## src/sv/rts_pkg.sv

```systemverilog
`timescale 1ns / 1ps

package rts_pkg;

   localparam int CODE_W   = 16;
   localparam int ADDR_W   = 24;
   localparam int TICK_W   = 18;
   localparam int FRAME_W  = 56;
   localparam int CSR_IDX_W = 2;
   localparam int CSR_DAT_W = 24;

   // command codes
   localparam logic [1:0] CMD_TICK = 2'd0;
   localparam logic [1:0] CMD_SEND = 2'd1;
   localparam logic [1:0] CMD_LOAD = 2'd2;

   // register indexes
   localparam logic [CSR_IDX_W-1:0] CSR_SYMBOL_TICKS   = 2'd0;
   localparam logic [CSR_IDX_W-1:0] CSR_REMOTE_ID_BASE = 2'd1;
   localparam logic [CSR_IDX_W-1:0] CSR_REMOTE_COUNT   = 2'd2;

   // fixed waveform durations in ticks
   localparam logic [TICK_W-1:0] WAKE_HI_TICKS = 18'd9415;
   localparam logic [TICK_W-1:0] WAKE_LO_TICKS = 18'd89565;
   localparam logic [TICK_W-1:0] SS_HI_TICKS   = 18'd4550;
   localparam logic [TICK_W-1:0] GAP_TICKS     = 18'd30415;

   localparam logic [7:0] FRAME_KEY     = 8'hA7;
   localparam logic [6:0] HALF_BITS     = 7'd112;
   localparam logic [1:0] FRAME_REPEATS = 2'd3;
   localparam logic [2:0] FIRST_SYNC    = 3'd2;
   localparam logic [2:0] REPEAT_SYNC   = 3'd7;

   typedef enum logic [3:0] {
      PH_IDLE    = 4'd0,
      PH_WAKE_HI = 4'd1,
      PH_WAKE_LO = 4'd2,
      PH_HS_HI   = 4'd3,
      PH_HS_LO   = 4'd4,
      PH_SS_HI   = 4'd5,
      PH_SS_LO   = 4'd6,
      PH_DATA    = 4'd7,
      PH_GAP     = 4'd8
   } phase_type;

   typedef struct packed {
      logic [1:0]        cmd;
      logic [3:0]        remote_index;
      logic [3:0]        button;
      logic [CODE_W-1:0] code_value;
   } req_type;

   typedef struct packed {
      logic              pin_level;
      logic              busy_res;
      logic              accepted;
      logic [CODE_W-1:0] code_used;
   } rsp_type;

endpackage

```

## src/sv/rts_code_ram.sv

```systemverilog
`timescale 1ns / 1ps

module rts_code_ram #(
   parameter int DEPTH  = 16,
   parameter int ADDR_W = 4
) (
   input  logic                      clock,
   input  logic                      rd_en,
   input  logic [ADDR_W-1:0]         rd_addr,
   output logic [rts_pkg::CODE_W-1:0] rd_data,
   input  logic                      wr_en,
   input  logic [ADDR_W-1:0]         wr_addr,
   input  logic [rts_pkg::CODE_W-1:0] wr_data
);
   import rts_pkg::*;

   logic [CODE_W-1:0] mem [DEPTH];
   logic [CODE_W-1:0] rd_data_ff;

   always_ff @(posedge clock) begin
      if (wr_en) begin
         mem[wr_addr] <= wr_data;
      end
   end

   // read returns the old word on a same-edge write
   always_ff @(posedge clock) begin
      if (rd_en) begin
         rd_data_ff <= mem[rd_addr];
      end
   end

   assign rd_data = rd_data_ff;

endmodule

```

## src/sv/rts_rolling_code_transmitter_unit.sv

```systemverilog
// a transaction is accepted into s1 while its code word is read from the code memory, and
//   its response is registered when s1 advances, which a stalled waiting response holds off
// throughput: one transaction per cycle while the response side does not stall, set by the
//   read-modify-write of the code memory with write forwarding; req_stall rises only while a response waits
// reset: synchronous active-high; clears sequencer, code valid bits and pipeline valids, sets config defaults
`timescale 1ns / 1ps

module rts_rolling_code_transmitter_unit #(
   parameter int NUM_REMOTES = 16
) (
   input  logic                          clock,
   input  logic                          reset,
   input  logic                          req_valid,
   output logic                          req_stall,
   input  rts_pkg::req_type              req_data,
   output logic                          rsp_valid,
   input  logic                          rsp_stall,
   output rts_pkg::rsp_type              rsp_data,
   input  logic                          csr_we,
   input  logic [rts_pkg::CSR_IDX_W-1:0] csr_index,
   input  logic [rts_pkg::CSR_DAT_W-1:0] csr_wdata
);
   import rts_pkg::*;

   localparam int AW = (NUM_REMOTES > 1) ? $clog2(NUM_REMOTES) : 1;

   // configuration registers
   logic [15:0]       sym_cfg_ff;
   logic [ADDR_W-1:0] base_cfg_ff;
   logic [4:0]        count_cfg_ff;

   // sequencer state
   phase_type          phase_ff, phase_in;
   logic               level_ff, level_in;
   logic [TICK_W-1:0]  tick_ff, tick_in;
   logic [1:0]         rep_ff, rep_in;
   logic [2:0]         sync_ff, sync_in;
   logic [6:0]         hbi_ff, hbi_in;
   logic [FRAME_W-1:0] frame_ff, frame_in;

   // pipeline: s1 holds the transaction whose code word is being read
   logic    s1_valid_ff;
   req_type s1_req_ff;
   logic    rsp_valid_ff;
   rsp_type rsp_data_ff, rsp_in;

   // code memory, valid bits and write forwarding
   logic [NUM_REMOTES-1:0] rc_valid_ff;
   logic                   fwd_valid_ff;
   logic [AW-1:0]          fwd_addr_ff;
   logic [CODE_W-1:0]      fwd_data_ff;
   logic [CODE_W-1:0]      rd_data;
   logic                   wr_en;
   logic [CODE_W-1:0]      wr_data;
   logic [AW-1:0]          s1_addr;
   logic [CODE_W-1:0]      code_now;

   logic req_fire;
   logic s1_go;

   // combinational helpers
   logic               busy;
   logic               ok;
   logic [15:0]        sym;
   logic [TICK_W-1:0]  sym4;
   logic [TICK_W-1:0]  tick_dec;
   logic               enter_en;
   phase_type          enter_ph;
   logic [5:0]         bitpos;
   logic               dbit;
   logic [FRAME_W-1:0] new_frame;

   assign s1_go     = s1_valid_ff && (!rsp_valid_ff || !rsp_stall);
   assign req_stall = s1_valid_ff && !s1_go;
   assign req_fire  = req_valid && !req_stall;

   assign s1_addr = AW'(s1_req_ff.remote_index);

   rts_code_ram #(
      .DEPTH  (NUM_REMOTES),
      .ADDR_W (AW)
   ) u_code_ram (
      .clock   (clock),
      .rd_en   (req_fire),
      .rd_addr (AW'(req_data.remote_index)),
      .rd_data (rd_data),
      .wr_en   (wr_en),
      .wr_addr (s1_addr),
      .wr_data (wr_data)
   );

   // newest value of the addressed code: the write from the last processed
   // transaction wins over the registered read, an unwritten entry reads zero
   always_comb begin
      if (fwd_valid_ff && (fwd_addr_ff == s1_addr)) begin
         code_now = fwd_data_ff;
      end else if (rc_valid_ff[s1_addr]) begin
         code_now = rd_data;
      end else begin
         code_now = '0;
      end
   end

   // frame: key, button and checksum, code big-endian, address, then byte chaining
   function automatic logic [FRAME_W-1:0] build_frame(input logic [ADDR_W-1:0] base,
                                                      input logic [3:0] idx,
                                                      input logic [3:0] btn,
                                                      input logic [CODE_W-1:0] code);
      logic [ADDR_W-1:0] addr;
      logic [7:0]        f [7];
      logic [3:0]        cs;
      logic [FRAME_W-1:0] bits;
      addr = base + ADDR_W'(idx);
      f[0] = FRAME_KEY;
      f[1] = {btn, 4'b0000};
      f[2] = code[15:8];
      f[3] = code[7:0];
      f[4] = addr[23:16];
      f[5] = addr[15:8];
      f[6] = addr[7:0];
      cs = '0;
      for (int i = 0; i < 7; i++) begin
         cs = cs ^ f[i][7:4] ^ f[i][3:0];
      end
      f[1] = f[1] | {4'b0000, cs};
      for (int i = 1; i < 7; i++) begin
         f[i] = f[i] ^ f[i-1];
      end
      bits = {f[0], f[1], f[2], f[3], f[4], f[5], f[6]};
      return bits;
   endfunction

   assign sym  = (sym_cfg_ff == 16'd0) ? 16'd1 : sym_cfg_ff;
   assign sym4 = {sym, 2'b00};
   assign busy = (phase_ff != PH_IDLE);
   assign ok   = !busy && ({1'b0, s1_req_ff.remote_index} < count_cfg_ff) &&
                 (int'(s1_req_ff.remote_index) < NUM_REMOTES);
   assign tick_dec  = tick_ff - TICK_W'(1);
   assign new_frame = build_frame(base_cfg_ff, s1_req_ff.remote_index,
                                  s1_req_ff.button, code_now);

   always_comb begin
      phase_in = phase_ff;
      level_in = level_ff;
      tick_in  = tick_ff;
      rep_in   = rep_ff;
      sync_in  = sync_ff;
      hbi_in   = hbi_ff;
      frame_in = frame_ff;
      wr_en    = 1'b0;
      wr_data  = s1_req_ff.code_value;
      enter_en = 1'b0;
      enter_ph = PH_IDLE;
      bitpos   = '0;
      dbit     = 1'b0;
      rsp_in   = '0;

      if (s1_go) begin
         unique case (s1_req_ff.cmd)
            CMD_TICK: begin
               if (busy) begin
                  tick_in = tick_dec;
                  if (tick_dec == '0) begin
                     enter_en = 1'b1;
                     unique case (phase_ff)
                        PH_WAKE_HI: enter_ph = PH_WAKE_LO;
                        PH_WAKE_LO: enter_ph = PH_HS_HI;
                        PH_HS_HI:   enter_ph = PH_HS_LO;
                        PH_HS_LO: begin
                           sync_in  = sync_ff - 3'd1;
                           enter_ph = (sync_in != 3'd0) ? PH_HS_HI : PH_SS_HI;
                        end
                        PH_SS_HI:   enter_ph = PH_SS_LO;
                        PH_SS_LO: begin
                           hbi_in   = '0;
                           enter_ph = PH_DATA;
                        end
                        PH_DATA: begin
                           hbi_in   = hbi_ff + 7'd1;
                           enter_ph = (hbi_in < HALF_BITS) ? PH_DATA : PH_GAP;
                        end
                        PH_GAP: begin
                           rep_in = rep_ff + 2'd1;
                           if (rep_in < FRAME_REPEATS) begin
                              sync_in  = REPEAT_SYNC;
                              enter_ph = PH_HS_HI;
                           end else begin
                              rep_in   = '0;
                              enter_ph = PH_IDLE;
                           end
                        end
                        default: enter_ph = PH_IDLE;
                     endcase
                  end
               end
            end
            CMD_SEND: begin
               if (ok) begin
                  frame_in = new_frame;
                  wr_en    = 1'b1;
                  wr_data  = code_now + CODE_W'(1);
                  rep_in   = '0;
                  sync_in  = FIRST_SYNC;
                  hbi_in   = '0;
                  enter_en = 1'b1;
                  enter_ph = PH_WAKE_HI;
                  rsp_in.accepted  = 1'b1;
                  rsp_in.code_used = code_now;
               end
            end
            CMD_LOAD: begin
               if (ok) begin
                  wr_en   = 1'b1;
                  wr_data = s1_req_ff.code_value;
                  rsp_in.accepted = 1'b1;
               end
            end
            default: ;
         endcase
      end

      // entering a phase sets the pin level and the duration
      if (enter_en) begin
         phase_in = enter_ph;
         unique case (enter_ph)
            PH_WAKE_HI: begin level_in = 1'b1; tick_in = WAKE_HI_TICKS; end
            PH_WAKE_LO: begin level_in = 1'b0; tick_in = WAKE_LO_TICKS; end
            PH_HS_HI:   begin level_in = 1'b1; tick_in = sym4; end
            PH_HS_LO:   begin level_in = 1'b0; tick_in = sym4; end
            PH_SS_HI:   begin level_in = 1'b1; tick_in = SS_HI_TICKS; end
            PH_SS_LO:   begin level_in = 1'b0; tick_in = TICK_W'(sym); end
            PH_DATA: begin
               // manchester: a one is low then high, msb first
               bitpos   = 6'(6'd55 - hbi_in[6:1]);
               dbit     = frame_in[bitpos];
               level_in = hbi_in[0] ? dbit : ~dbit;
               tick_in  = TICK_W'(sym);
            end
            PH_GAP:     begin level_in = 1'b0; tick_in = GAP_TICKS; end
            default: begin
               phase_in = PH_IDLE;
               level_in = 1'b0;
               tick_in  = '0;
            end
         endcase
      end

      // a tick reports the level during it, anything else the level now driven
      if (s1_req_ff.cmd == CMD_TICK) begin
         rsp_in.pin_level = busy ? level_ff : 1'b0;
      end else begin
         rsp_in.pin_level = level_in;
      end
      rsp_in.busy_res = (phase_in != PH_IDLE);
   end

   // configuration
   always_ff @(posedge clock) begin
      if (reset) begin
         sym_cfg_ff   <= 16'd640;
         base_cfg_ff  <= '0;
         count_cfg_ff <= '0;
      end else if (csr_we) begin
         unique case (csr_index)
            CSR_SYMBOL_TICKS:   sym_cfg_ff   <= csr_wdata[15:0];
            CSR_REMOTE_ID_BASE: base_cfg_ff  <= csr_wdata[ADDR_W-1:0];
            CSR_REMOTE_COUNT:   count_cfg_ff <= csr_wdata[4:0];
            default: ;
         endcase
      end
   end

   // sequencer
   always_ff @(posedge clock) begin
      if (reset) begin
         phase_ff <= PH_IDLE;
         level_ff <= 1'b0;
         tick_ff  <= '0;
         rep_ff   <= '0;
         sync_ff  <= '0;
         hbi_ff   <= '0;
         frame_ff <= '0;
      end else begin
         phase_ff <= phase_in;
         level_ff <= level_in;
         tick_ff  <= tick_in;
         rep_ff   <= rep_in;
         sync_ff  <= sync_in;
         hbi_ff   <= hbi_in;
         frame_ff <= frame_in;
      end
   end

   // code valid bits and forwarding of the last write
   always_ff @(posedge clock) begin
      if (reset) begin
         rc_valid_ff  <= '0;
         fwd_valid_ff <= 1'b0;
      end else if (s1_go) begin
         fwd_valid_ff <= wr_en;
         if (wr_en) begin
            rc_valid_ff[s1_addr] <= 1'b1;
         end
      end
   end

   always_ff @(posedge clock) begin
      if (s1_go) begin
         fwd_addr_ff <= s1_addr;
         fwd_data_ff <= wr_data;
      end
   end

   // transaction pipeline control
   always_ff @(posedge clock) begin
      if (reset) begin
         s1_valid_ff  <= 1'b0;
         rsp_valid_ff <= 1'b0;
      end else begin
         if (req_fire) begin
            s1_valid_ff <= 1'b1;
         end else if (s1_go) begin
            s1_valid_ff <= 1'b0;
         end
         if (s1_go) begin
            rsp_valid_ff <= 1'b1;
         end else if (!rsp_stall) begin
            rsp_valid_ff <= 1'b0;
         end
      end
   end

   always_ff @(posedge clock) begin
      if (req_fire) begin
         s1_req_ff <= req_data;
      end
      if (s1_go) begin
         rsp_data_ff <= rsp_in;
      end
   end

   assign rsp_valid = rsp_valid_ff;
   assign rsp_data  = rsp_data_ff;

endmodule

```

## config.mk

```make
export PLATFORM = sky130hd
export DESIGN_NAME = rts_rolling_code_transmitter_unit
export DESIGN_NICKNAME = d
export VERILOG_FILES = /design/src/sv/rts_pkg.sv /design/src/sv/rts_code_ram.sv /design/src/sv/rts_rolling_code_transmitter_unit.sv
export SDC_FILE = /design/constraint.sdc
export NUM_CORES = 1
export LEC_CHECK = 0
export CORE_ASPECT_RATIO = 1.2
export CORE_MARGIN = 2
export CORE_UTILIZATION = 60
export DETAILED_ROUTE_END_ITERATION = 12
export DONT_BUFFER_PORTS = 1
export PLACE_DENSITY = 0.83
export RECOVER_POWER = 50
export SLEW_MARGIN = 25
export SYNTH_ARGS = -nofsm -noshare
export SYNTH_HDL_FRONTEND = slang
export SYNTH_SLANG_ARGS = --single-unit
```

## constraint.sdc

```tcl
create_clock -name clock -period 7.9 [get_ports clock]
set_input_delay 0.79 -clock clock [delete_from_list [all_inputs] [get_ports clock]]
set_output_delay 0.79 -clock clock [all_outputs]
set_load 0.01 [all_outputs]
```

# Yosys cells after proc, flatten, opt, wreduce, memory -nomap -nowiden
# Memories as Yosys holds them, arrays and structs flattened. A register that Yosys moved wholly into a read port is not among the register bits.
# Index checks and enable logic that the tools add are counted.
# Widths: inputs -> output; s select.
[classes]
n_addsub = 7
n_lt_le_gt_ge = 6
n_eq_ne = 28
n_mux = 69
n_bitwise = 20
reduce_logical = 37
[ops]
columns = ["cell", "n"]
rows = [
  ["$mux 56", 3],
  ["$pmux 18 s6", 1],
  ["$mux 16", 6],
  ["$mux 18", 4],
  ["$xor 4x4->4", 10],
  ["$xor 8x8->8", 5],
  ["$eq 4x3->1 const B", 8],
  ["$pmux 4 s8", 1],
  ["$mux 7", 4],
  ["$pmux 7 s2", 2],
  ["$add 24x4->24", 1],
  ["$mux 4", 6],
  ["$mux 1", 20],
  ["$logic_not 18->1", 1],
  ["$sub 18x1->18 const B", 1],
  ["$mux 17", 1],
  ["$add 16x1->16 const B", 1],
  ["$eq 4x2->1 const B", 4],
  ["$logic_not 16->1", 1],
  ["$or 16x16->16", 1],
  ["$mux 3", 5],
  ["$mux 2", 6],
  ["$pmux 3 s2", 2],
  ["$reduce_and 2->1", 5],
  ["other kinds (42)", 68],
]
[word_totals]
register_bits = 220
ramBits = 256
inputBits = 57
output_inout_bits = 21
mem_count = 1
[memory_table]
columns = ["name", "words", "width", "read_ports", "rd_ports_with_merged_regs", "wr", "line", "text"]
rows = [
  ["u_code_ram.mem", 16, 16, 1, 1, 1, "rts_code_ram.sv:17", "logic [CODE_W-1:0] mem [DEPTH];"],
]

# Longest topological paths before layout
# Gate-level depths: netlist of run 1.
[depth]
word_depth = 31
mapped_depth = 24
ltp_nobuf = 21

# Modules after synthesis
# A second synthesis of run 1 with hierarchy kept.
[hier_totals]
hier_cells = 1851
area_unflattened_um2 = 22328.9
[modules_own_cells]
columns = ["module", "instances", "cells_per_inst", "area_each_um2", "seq_area_each_um2"]
rows = [
  ["rts_rolling_code_transmitter_unit", 1, 1419, 12126.6, 5054.8],
  ["rts_code_ram", 1, 432, 10202.3, 8167.8],
]

# Worst setup path after synthesis of run 1
# Ideal clock, no wire load.
[synth_path]
kind = "register -> register"
from = "register tick_ff[0]"
to = "register level_ff"
setup_ns = 0.143
arrival_time_ns = 4.211
setup_slack_ns = 3.545
path_stages_with_launch = 22
synth_period_minus_slack_ns = 4.355
path_cell_list = "dfxtp_1 > inv_1 > ha_1 > buf_2 > or4b_1 > buf_2 > xor2_1 > a31oi_1 > or4_1 > nor3_4 > o21bai_1 > a2bb2oi_2 > inv_2 > ha_1 > buf_2 > o2111a_1 > o21ai_1 > a31o_1 > a31o_1 > a31oi_1 > xnor2_1 > a211oi_2"
[synth_between]
elab_chain_len = 13
word_cells_on_any_way = 26
[synth_lines]
columns = ["element", "line", "text"]
rows = [
  ["start, declared", "rts_rolling_code_transmitter_unit.sv:35", "logic [TICK_W-1:0] tick_ff, tick_in;"],
  ["start signal, assigned", "rts_rolling_code_transmitter_unit.sv:286", "tick_ff <= tick_in;"],
  ["$sub 18x1->18 *", "rts_rolling_code_transmitter_unit.sv:138", "assign tick_dec = tick_ff - TICK_W'(1);"],
  ["$logic_not 18->1 *", "rts_rolling_code_transmitter_unit.sv:163", "if (tick_dec == '0) begin"],
  ["$mux 7 *", "rts_rolling_code_transmitter_unit.sv:163", ""],
  ["$mux 7 *", "rts_rolling_code_transmitter_unit.sv:161", "if (busy) begin"],
  ["$pmux 7 s2 *", "rts_rolling_code_transmitter_unit.sv:159", "unique case (s1_req_ff.cmd)"],
  ["$mux 7 *", "rts_rolling_code_transmitter_unit.sv:158", "if (s1_go) begin"],
  ["net hbi_in[4]", "rts_rolling_code_transmitter_unit.sv:38", "logic [6:0] hbi_ff, hbi_in;"],
  ["$sub 6x6->6 *", "rts_rolling_code_transmitter_unit.sv:234", "bitpos = 6'(6'd55 - hbi_in[6:1]);"],
  ["$bmux 1 s6 *", "rts_rolling_code_transmitter_unit.sv:235", "dbit = frame_in[bitpos];"],
  ["$mux 1 (implied by the code) *", "rts_rolling_code_transmitter_unit.sv:235", ""],
  ["$not 1->1", "rts_rolling_code_transmitter_unit.sv:236", "level_in = hbi_in[0] ? dbit : ~dbit;"],
  ["$mux 1 *", "rts_rolling_code_transmitter_unit.sv:236", ""],
  ["$pmux 1 s2 *", "rts_rolling_code_transmitter_unit.sv:225", "unique case (enter_ph)"],
  ["$mux 1 *", "rts_rolling_code_transmitter_unit.sv:223", "if (enter_en) begin"],
  ["end signal, assigned", "rts_rolling_code_transmitter_unit.sv:285", "level_ff <= level_in;"],
  ["end, declared", "rts_rolling_code_transmitter_unit.sv:34", "logic level_ff, level_in;"],
]
# The timed path passes the listed nets; every way through them passes the cells marked *. The select of a mux whose other input is x is not followed.
# A chain may end at the register's enable or synchronous reset.

# Worst setup path in the final report of run 1
[layout_path]
from = "register s1_req_ff (netlist bit s1_addr[0])"
to = "register level_ff"
[layout_between]
elab_chain_len = 30
word_cells_on_any_way = 50
[layout_lines]
columns = ["element", "line", "text"]
rows = [
  ["start, declared", "rts_rolling_code_transmitter_unit.sv:43", "req_type s1_req_ff;"],
  ["start signal, assigned", "rts_rolling_code_transmitter_unit.sv:335", "s1_req_ff <= req_data;"],
  ["$bmux 1 s4", "rts_rolling_code_transmitter_unit.sv:97", "end else if (rc_valid_ff[s1_addr]) begin"],
  ["$mux 1 (implied by the code)", "rts_rolling_code_transmitter_unit.sv:97", ""],
  ["$mux 16", "rts_rolling_code_transmitter_unit.sv:97", ""],
  ["$mux 16", "rts_rolling_code_transmitter_unit.sv:95", "if (fwd_valid_ff && (fwd_addr_ff == s1_addr)) begin"],
  ["$xor 4x4->4 (10 in a row)", "rts_rolling_code_transmitter_unit.sv:123", "cs = cs ^ f[i][7:4] ^ f[i][3:0];"],
  ["$or 8x4->8", "rts_rolling_code_transmitter_unit.sv:125", "f[1] = f[1] | {4'b0000, cs};"],
  ["$not 5->5 (no source line)", "-", ""],
  ["$xor 8x8->8 (5 in a row)", "rts_rolling_code_transmitter_unit.sv:127", "f[i] = f[i] ^ f[i-1];"],
  ["$mux 56", "rts_rolling_code_transmitter_unit.sv:198", "if (ok) begin"],
  ["$mux 56", "rts_rolling_code_transmitter_unit.sv:159", ""],
  ["$mux 56", "rts_rolling_code_transmitter_unit.sv:158", ""],
  ["$bmux 1 s6", "rts_rolling_code_transmitter_unit.sv:235", ""],
  ["$mux 1 (implied by the code)", "rts_rolling_code_transmitter_unit.sv:235", ""],
  ["$not 1->1", "rts_rolling_code_transmitter_unit.sv:236", ""],
  ["$mux 1", "rts_rolling_code_transmitter_unit.sv:236", ""],
  ["$pmux 1 s2", "rts_rolling_code_transmitter_unit.sv:225", ""],
  ["$mux 1 *", "rts_rolling_code_transmitter_unit.sv:223", ""],
]
# Every way passes the cells marked *; elsewhere a longest branch is shown, timed or not. The select of a mux whose other input is x is not followed.

==> impl_metrics.env, run 1 <==
export IMPL_nets=1885
export IMPL_timing_hold_ws_ps=291
export IMPL_net_switching_fraction_of_the_power_pct=22.7
export IMPL_worst_vdd_ir_mv=0.187
export IMPL_floorplan_die_height_um=217
export IMPL_vias_per_cell=6.54
export IMPL_post_cts_resize_count=0
export IMPL_tritoncts_num_sinks=492
export IMPL_number_of_logic_stages_on_the_critical_path_including_buffering=14
export IMPL_length_in_cells_of_the_worst_reg_to_reg_path=14
export IMPL_detailedPlacementHpwl_mm=36.8
export IMPL_outcome="complete, but fails checks"
export IMPL_ys_top_cells_by_area="edfxtp_1 45%, dfxtp_1 14%, mux4_2 8.3%"
export IMPL_post_synthesis_net_count=1900
export IMPL_critical_path_reg2reg_endpoint="level_ff"
export IMPL_floorplan_initialDensity_pct=60.4
export IMPL_netlist_cell_type_count=101
export IMPL_clk_pin_slew_worst_paths_ps=70
export IMPL_unrepaired_setup_endpoints_after_global_routing="no"
export IMPL_place_ws_ps=2820
export IMPL_drt_total_wl_mm=58.0
export IMPL_cpPeakStageDelay_ps=740
export IMPL_antenna_violations_before_repair=3
export IMPL_routabilityCongestion=0.932
export IMPL_detailedRoute_firstPassIterationCount=8
export IMPL_p_leak_nw=8.22
export IMPL_critical_path_n_buffers_inverters=0
export IMPL_ys_ff_latch=492
export IMPL_timing_final_crit_share_pct=70.1
export IMPL_clock_tree_htree_level_count=2
export IMPL_path_cells="mux4_2, mux2i_1, mux2_1, a2bb2oi_1, xor2_2, xnor2_1, xnor3_1, xnor2_1, a211oi_1, o211a_1, nor4_1, a31oi_1, xnor2_1, a211oi_2"
export IMPL_layout_cell_area_non_filler_um2=24500
export IMPL_final_common_cell="edfxtp_1"
export IMPL_count_of_flip_flops_with_a_built_in_enable_after_synthesis=337
export IMPL_clk_path_buf_depth=3
export IMPL_synth_cells=1825
export IMPL_sequential_area_share_after_synthesis_pct=58.2
export IMPL_worst_path_max_delay_cell="a2bb2oi_1"
export IMPL_crit_path_frequent_cell="xnor2_1"
export IMPL_clock_insertion_delay_worst_skew_ps=580
export IMPL_share_seq_of_total_power_pct=53.0
export IMPL_dieWidth_um=182
export IMPL_cts_buffers_inserted=46
export IMPL_design_die_area_um2=39400
export IMPL_post_synth_instance_area_um2=22700
export IMPL_postRouteAntennaNets=0
export IMPL_fin_cells=2328
export IMPL_p_switching_mw=1.21
export IMPL_worst_setup_path_type="reg2reg"
export IMPL_yosys_warnings=0
export IMPL_antenna_diode_count=0
export IMPL_drt_initial_drc_count=1574
export IMPL_layout_cells_most_common_list="337 x edfxtp_1, 217 x nand2_1, 178 x nor2_1, 155 x dfxtp_1, 114 x a21oi_1"
export IMPL_min_path_type="in2reg"
export IMPL_tritoncts_clock_tree="yes"
export IMPL_final_setup_worst_slack_ps=2370
export IMPL_core_area_um2=37600
export IMPL_numPlacedInstances=2242
export IMPL_io_buffer_count=0
export IMPL_post_cts_setup_buffer_count=0
export IMPL_worstMarginPinSlew_ps=1910
export IMPL_r2r_slack_ps=2370
export IMPL_syn_mean_instance_area_um2=12.4
export IMPL_grt_overflow_total=0
export IMPL_ctsRootBufferMaster="clkbuf_16"
export IMPL_drive_gt1_share_pct=12.9
export IMPL_placementRows=78
export IMPL_p_per_area_nw_per_um2=218
export IMPL_top_level_ports=78
export IMPL_synth_top_area_cell="edfxtp_1"
export IMPL_syn2layout_area_growth_pct=8.08
export IMPL_global_route_usage_total_pct=29.5
export IMPL_crit_path_end_kind="register"
export IMPL_worstReg2RegStart="s1_addr[0]"
export IMPL_fin_crit_ps=5530
export IMPL_detailed_place_area_um2=23300
export IMPL_report_power_total_mw=5.36
export IMPL_failed_checks="capacitance limit, slew limit"
export IMPL_routed_wire_length_per_instance_um=24.9
export IMPL_timing_critical_path_to="level_ff"
export IMPL_worst_path_max_fanout=20
export IMPL_grt_max_degree=152
export IMPL_crit_family="XOR/XNOR gates"
export IMPL_p_comb_share_pct=6.8
export IMPL_achievable_frequency_ghz=0.181
export IMPL_max_cap_violations=11
export IMPL_final_fill_count=2567
export IMPL_setup_viol_count_final=0
export IMPL_setup_tns_final_ps=0
export IMPL_remaining_drc_errors=0
export IMPL_postSynth_topFlopCell="edfxtp_1"
export IMPL_cts_hold_buf=0
export IMPL_final_max_slew_viols=209
export IMPL_grt_pass1_wl_mm=88.3
export IMPL_critPathLaunchType="register"
export IMPL_maxSlewHeadroom_pct=-27.6
export IMPL_synthArstFlopShare_pct=0
export IMPL_cp_arrival_ps=6040
export IMPL_share_clk_of_total_power_pct=40.2
export IMPL_crit_path_start="s1_addr[0]"
export IMPL_timing_hold_violations_final=0
export IMPL_synth_top_area_share_pct=44.6
export IMPL_worst_endpoint_required_ps=8400
export IMPL_finish_utilization_pct=65.3
export IMPL_dr_total_vias=15200
export IMPL_internal_power_mw=4.15
export IMPL_grt_pass1_vias=15100
export IMPL_timing_clock_skew_ps=21.8
kinds of logic after synthesis:
group	count (synthesis)	synth area share (%)
AO/OA/AOI/OAI	319	9.64
XOR/XNOR	127	5.98
adder cells (fa/ha/maj)	18	1.02
buffers and inverters	135	2.53
flip-flops	492	58.2
multiplexers	115	9.72
AND/OR/NAND/NOR	619	12.9
cells in the mapped netlist (all sizes together) (10+ instances only):
cell type and instances:
a211oi 32, xnor2 65, clkbuf 69, and2 20
o211ai 11, buf 34, inv 32, xnor3 12
edfxtp 337, nand3 25, nor2b 12, nand2b 12
xor2 49, a21oi 116, nand2 220, nand4 15
mux2i 26, dfxtp 155, and3 14, nor4 18
mux4 84, ha 17, o21ai 48, nor2 193
o21a 10, nor3 45
layer usage:
layer  vias to the layer above  wire length (um)  GRT usage [%]
met1                      7551             20600           35.4
met4                         6              2760           13.8
met5                         -                45              0
met3                       183              3830           4.12
li1                       6737                 -              -
met2                       740             30700           52.9
area by class of cell:
type	count	area [um2]	share of cell area (%)
Timing Repair Buffer	40	229	0.933
Inverter	32	120	0.489
Clock inverter	28	215	0.877
Tap cell	480	601	2.45
Multi-Input combinational cell	1198	8920	36.3
Sequential cell	492	13200	53.9
Clock buffer	58	1240	5.04
sequential cells by signal, summed over array words and instances (netlist names):
signal              count
base_cfg_ff            24
count_cfg_ff            5
frame_ff               56
fwd_addr_ff             4
fwd_data_ff            16
fwd_valid_ff            1
hbi_ff                  7
level_ff                1
phase_ff                4
rc_valid_ff            16
rep_ff                  2
rsp_data               19
rsp_valid               1
s1_addr                 4
s1_req_ff              22
s1_valid_ff             1
sym_cfg_ff             16
sync_ff                 3
tick_ff                18
u_code_ram.mem        256
u_code_ram.rd_data     16
power groups by stage:
stage | combinational [mW] | clock, mW | sequential (mW)
final | 0.365 | 2.15 | 2.84
after global routing | 0.392 | 2.27 | 2.84
after CTS | 0.365 | 2.17 | 2.84
after detailed placement | 0.359 | 0 | 2.90
after global placement | 0.348 | 0 | 2.89
after floorplan | 0.300 | 0 | 2.88
worst min-delay path by stage:
stage	start	to	slack, ps	cells past startpoint
global route	reset	hbi_ff[5]	280	1
CTS	reset	hbi_ff[5]	290	1
floorplan	frame_ff[51]	frame_ff[51]	420	1
finish	reset	hbi_ff[5]	290	1
detailed placement	frame_ff[25]	frame_ff[25]	440	2
global placement	frame_ff[34]	frame_ff[34]	440	2
Note: power is estimated with default switching activity, not from simulation.
==> run 2: changes to the inputs <==
- ABC_AREA: default -> 1
- CORE_UTILIZATION: 60 -> 58
- clock period: 7.9 -> 4.8 ns (I/O delays scaled with it)
==> run 2 against run 1 <==
The run still ends with capacitance limit, slew limit left. Synthesized cell count is 36% higher. Critical path depth rose by 14. Global-route usage increased by 0.90 points. Worst setup slack worse by 2000 ps. Register-to-register slack got worse by 2000 ps. Final cell count is 32% higher. Fmax up 24%. Die area up 6.4%. Sequential share of layout area decreased by 3.0 points. Critical endpoint is now rsp_data[18]. Highest routed layer is now met4.
==> impl_metrics.env, run 2 <==
export IMPL_outcome="complete, but fails checks"
export IMPL_failed_checks="capacitance limit, slew limit"
export IMPL_drt_initial_drc_count=1786
export IMPL_clock_insertion_delay_worst_skew_ps=610
export IMPL_layout_cell_area_non_filler_um2=26000
export IMPL_timing_clock_skew_ps=37.9
export IMPL_clk_pin_slew_worst_paths_ps=70
export IMPL_p_leak_nw=10.2
export IMPL_vias_per_cell=5.96
export IMPL_share_clk_of_total_power_pct=42.8
export IMPL_detailed_place_area_um2=24000
export IMPL_worst_path_max_delay_cell="edfxtp_1"
export IMPL_antenna_violations_before_repair=0
export IMPL_detailedPlacementHpwl_mm=41.5
export IMPL_drive_gt1_share_pct=9.12
export IMPL_placementRows=80
export IMPL_routed_wire_length_per_instance_um=20.8
export IMPL_nets=2570
export IMPL_share_seq_of_total_power_pct=49.7
export IMPL_min_path_type="in2reg"
export IMPL_layout_cells_most_common_list="403 x nand2_1, 337 x edfxtp_1, 282 x inv_1, 211 x o21ai_0, 185 x nor2_1"
export IMPL_worstMarginPinSlew_ps=2720
export IMPL_achievable_frequency_ghz=0.224
export IMPL_remaining_drc_errors=0
export IMPL_drt_total_wl_mm=63.8
export IMPL_ctsRootBufferMaster="clkbuf_16"
export IMPL_largest_register_ff_count=256
export IMPL_floorplan_initialDensity_pct=58.8
export IMPL_core_area_um2=39700
export IMPL_fin_crit_ps=4460
export IMPL_grt_pass1_wl_mm=98.9
export IMPL_max_cap_violations=3
export IMPL_worst_endpoint_required_ps=5170
export IMPL_post_cts_setup_buffer_count=0
export IMPL_crit_family="simple AND/OR/NAND/NOR gates"
export IMPL_sequential_area_share_after_synthesis_pct=56.6
export IMPL_timing_final_crit_share_pct=93.0
export IMPL_yosys_warnings=0
export IMPL_tritoncts_num_sinks=492
export IMPL_largest_register_by_flop_count="u_code_ram.mem"
export IMPL_detailedRoute_firstPassIterationCount=6
export IMPL_timing_hold_violations_final=0
export IMPL_design_die_area_um2=41900
export IMPL_critPathLaunchType="register"
export IMPL_dieWidth_um=187
export IMPL_clk_path_buf_depth=3
export IMPL_grt_overflow_total=0
export IMPL_p_switching_mw=2.19
export IMPL_final_max_slew_viols=140
export IMPL_crit_path_frequent_cell="nand2_1"
export IMPL_post_synth_instance_area_um2=23400
export IMPL_grt_pass1_vias=18100
export IMPL_synth_top_area_share_pct=43.3
export IMPL_timing_hold_ws_ps=49.4
export IMPL_ys_top_cells_by_area="edfxtp_1 43%, dfxtp_1 13%, nand2_1 6.5%"
export IMPL_p_comb_share_pct=7.5
export IMPL_postRouteAntennaNets=0
export IMPL_tritoncts_clock_tree="yes"
export IMPL_maxSlewHeadroom_pct=-81.5
export IMPL_synth_most_common_cell="nand2_1"
export IMPL_cp_arrival_ps=4830
export IMPL_worst_vdd_ir_mv=0.383
export IMPL_grt_max_degree=194
export IMPL_count_of_flip_flops_with_a_built_in_enable_after_synthesis=337
export IMPL_global_route_usage_total_pct=30.5
export IMPL_p_per_area_nw_per_um2=362
export IMPL_synth_top_cells_by_count="404 x nand2_1, 337 x edfxtp_1, 282 x inv_1"
export IMPL_numPlacedInstances=2951
export IMPL_final_common_cell="nand2_1"
export IMPL_synth_cells=2475
export IMPL_io_buffer_count=0
export IMPL_top_level_ports=78
export IMPL_clock_tree_htree_level_count=2
export IMPL_fin_cells=3067
export IMPL_cts_buffers_inserted=48
export IMPL_routabilityCongestion=0.978
export IMPL_netlist_cell_type_count=65
export IMPL_synthArstFlopShare_pct=0
export IMPL_cpPeakStageDelay_ps=490
export IMPL_postSynth_topFlopCell="edfxtp_1"
export IMPL_post_synthesis_net_count=2550
export IMPL_setup_viol_count_final=0
export IMPL_syn2layout_area_growth_pct=11.3
export IMPL_dr_total_vias=18300
export IMPL_critical_path_n_buffers_inverters=3
export IMPL_unrepaired_setup_endpoints_after_global_routing="yes"
export IMPL_syn_mean_instance_area_um2=9.45
export IMPL_ys_ff_latch=492
export IMPL_worst_path_max_fanout=8
export IMPL_worst_setup_path_type="reg2reg"
export IMPL_synth_top_area_cell="edfxtp_1"
export IMPL_finish_utilization_pct=65.5
export IMPL_largest_registers="u_code_ram.mem x256, frame_ff x56, base_cfg_ff x24"
export IMPL_internal_power_mw=7.24
export IMPL_net_switching_fraction_of_the_power_pct=23.3
export IMPL_floorplan_die_height_um=224
export IMPL_crit_path_end_kind="register"
## run 2: worst paths after layout
| check | to | cells after the start | slack, ps | from |
|---|---|---|---|---|
| hold reg to reg | frame_ff[51] | 2 | 440 | frame_ff[51] |
| hold / removal | sym_cfg_ff[9] | 2 | 50 | csr_wdata[9] |
| setup reg to reg | rsp_data[18] | 28 | 340 | s1_addr[0] |
| setup / recovery | rsp_data[18] | 28 | 340 | s1_addr[0] |
## run 2: what timing repair did
item | in CTS | in global routing
setup endpoints to repair | 0 | 20
hold endpoints to repair | 108 | 1
gates resized for setup | 0 | 8
hold buffers | 26 | 1
## run 2: power groups by stage
stage,registers [mW],logic [mW],clock network [mW]
final,4.69,0.707,4.03
after global routing,4.69,0.783,4.21
after CTS,4.69,0.700,4.06
after detailed placement,4.78,0.661,0
after global placement,4.78,0.640,0
after floorplan,4.76,0.528,0
## run 2: logic make-up after synthesis
kind of cell / count (synthesis) / synth area share [%]
simple gates: 900 / 17.2
compound gates: 531 / 13.4
flops: 492 / 56.6
buf+inv: 411 / 6.84
mux: 70 / 3.00
xor+xnor: 53 / 2.02
fa+ha+maj: 18 / 0.995
## run 2: final cells by class
type,count,area (um2)
clock inverters,32,450
diodes,1,2.50
inverters,309,1160
clock buffers,56,1250
repair buffers,72,628
flip-flops and latches,492,13200
fillers,3050,13700
well taps,533,667
multi-input cells,1572,8630
## run 2: through the flow
step | setup TNS, ps | power [mW] | setup slack [ps]
6_report | 0 | 9.43 | 337
5_1_grt | -7.26 | 9.69 | -7.26
4_1_cts | 0 | 9.45 | 209
3_5_place_dp | 0 | 5.44 | 207
3_3_place_gp | 0 | 5.42 | 304
2_1_floorplan | 0 | 5.28 | 1090
## run 2: per-layer routing
layer	global-route usage [%]	vias to the layer above	part of all wire (%)
met3	4.17	204	7.4
met5	0	-	0
li1	-	8554	-
met2	53.9	848	51
met1	35.7	8672	37
met4	17.2	0	5.3
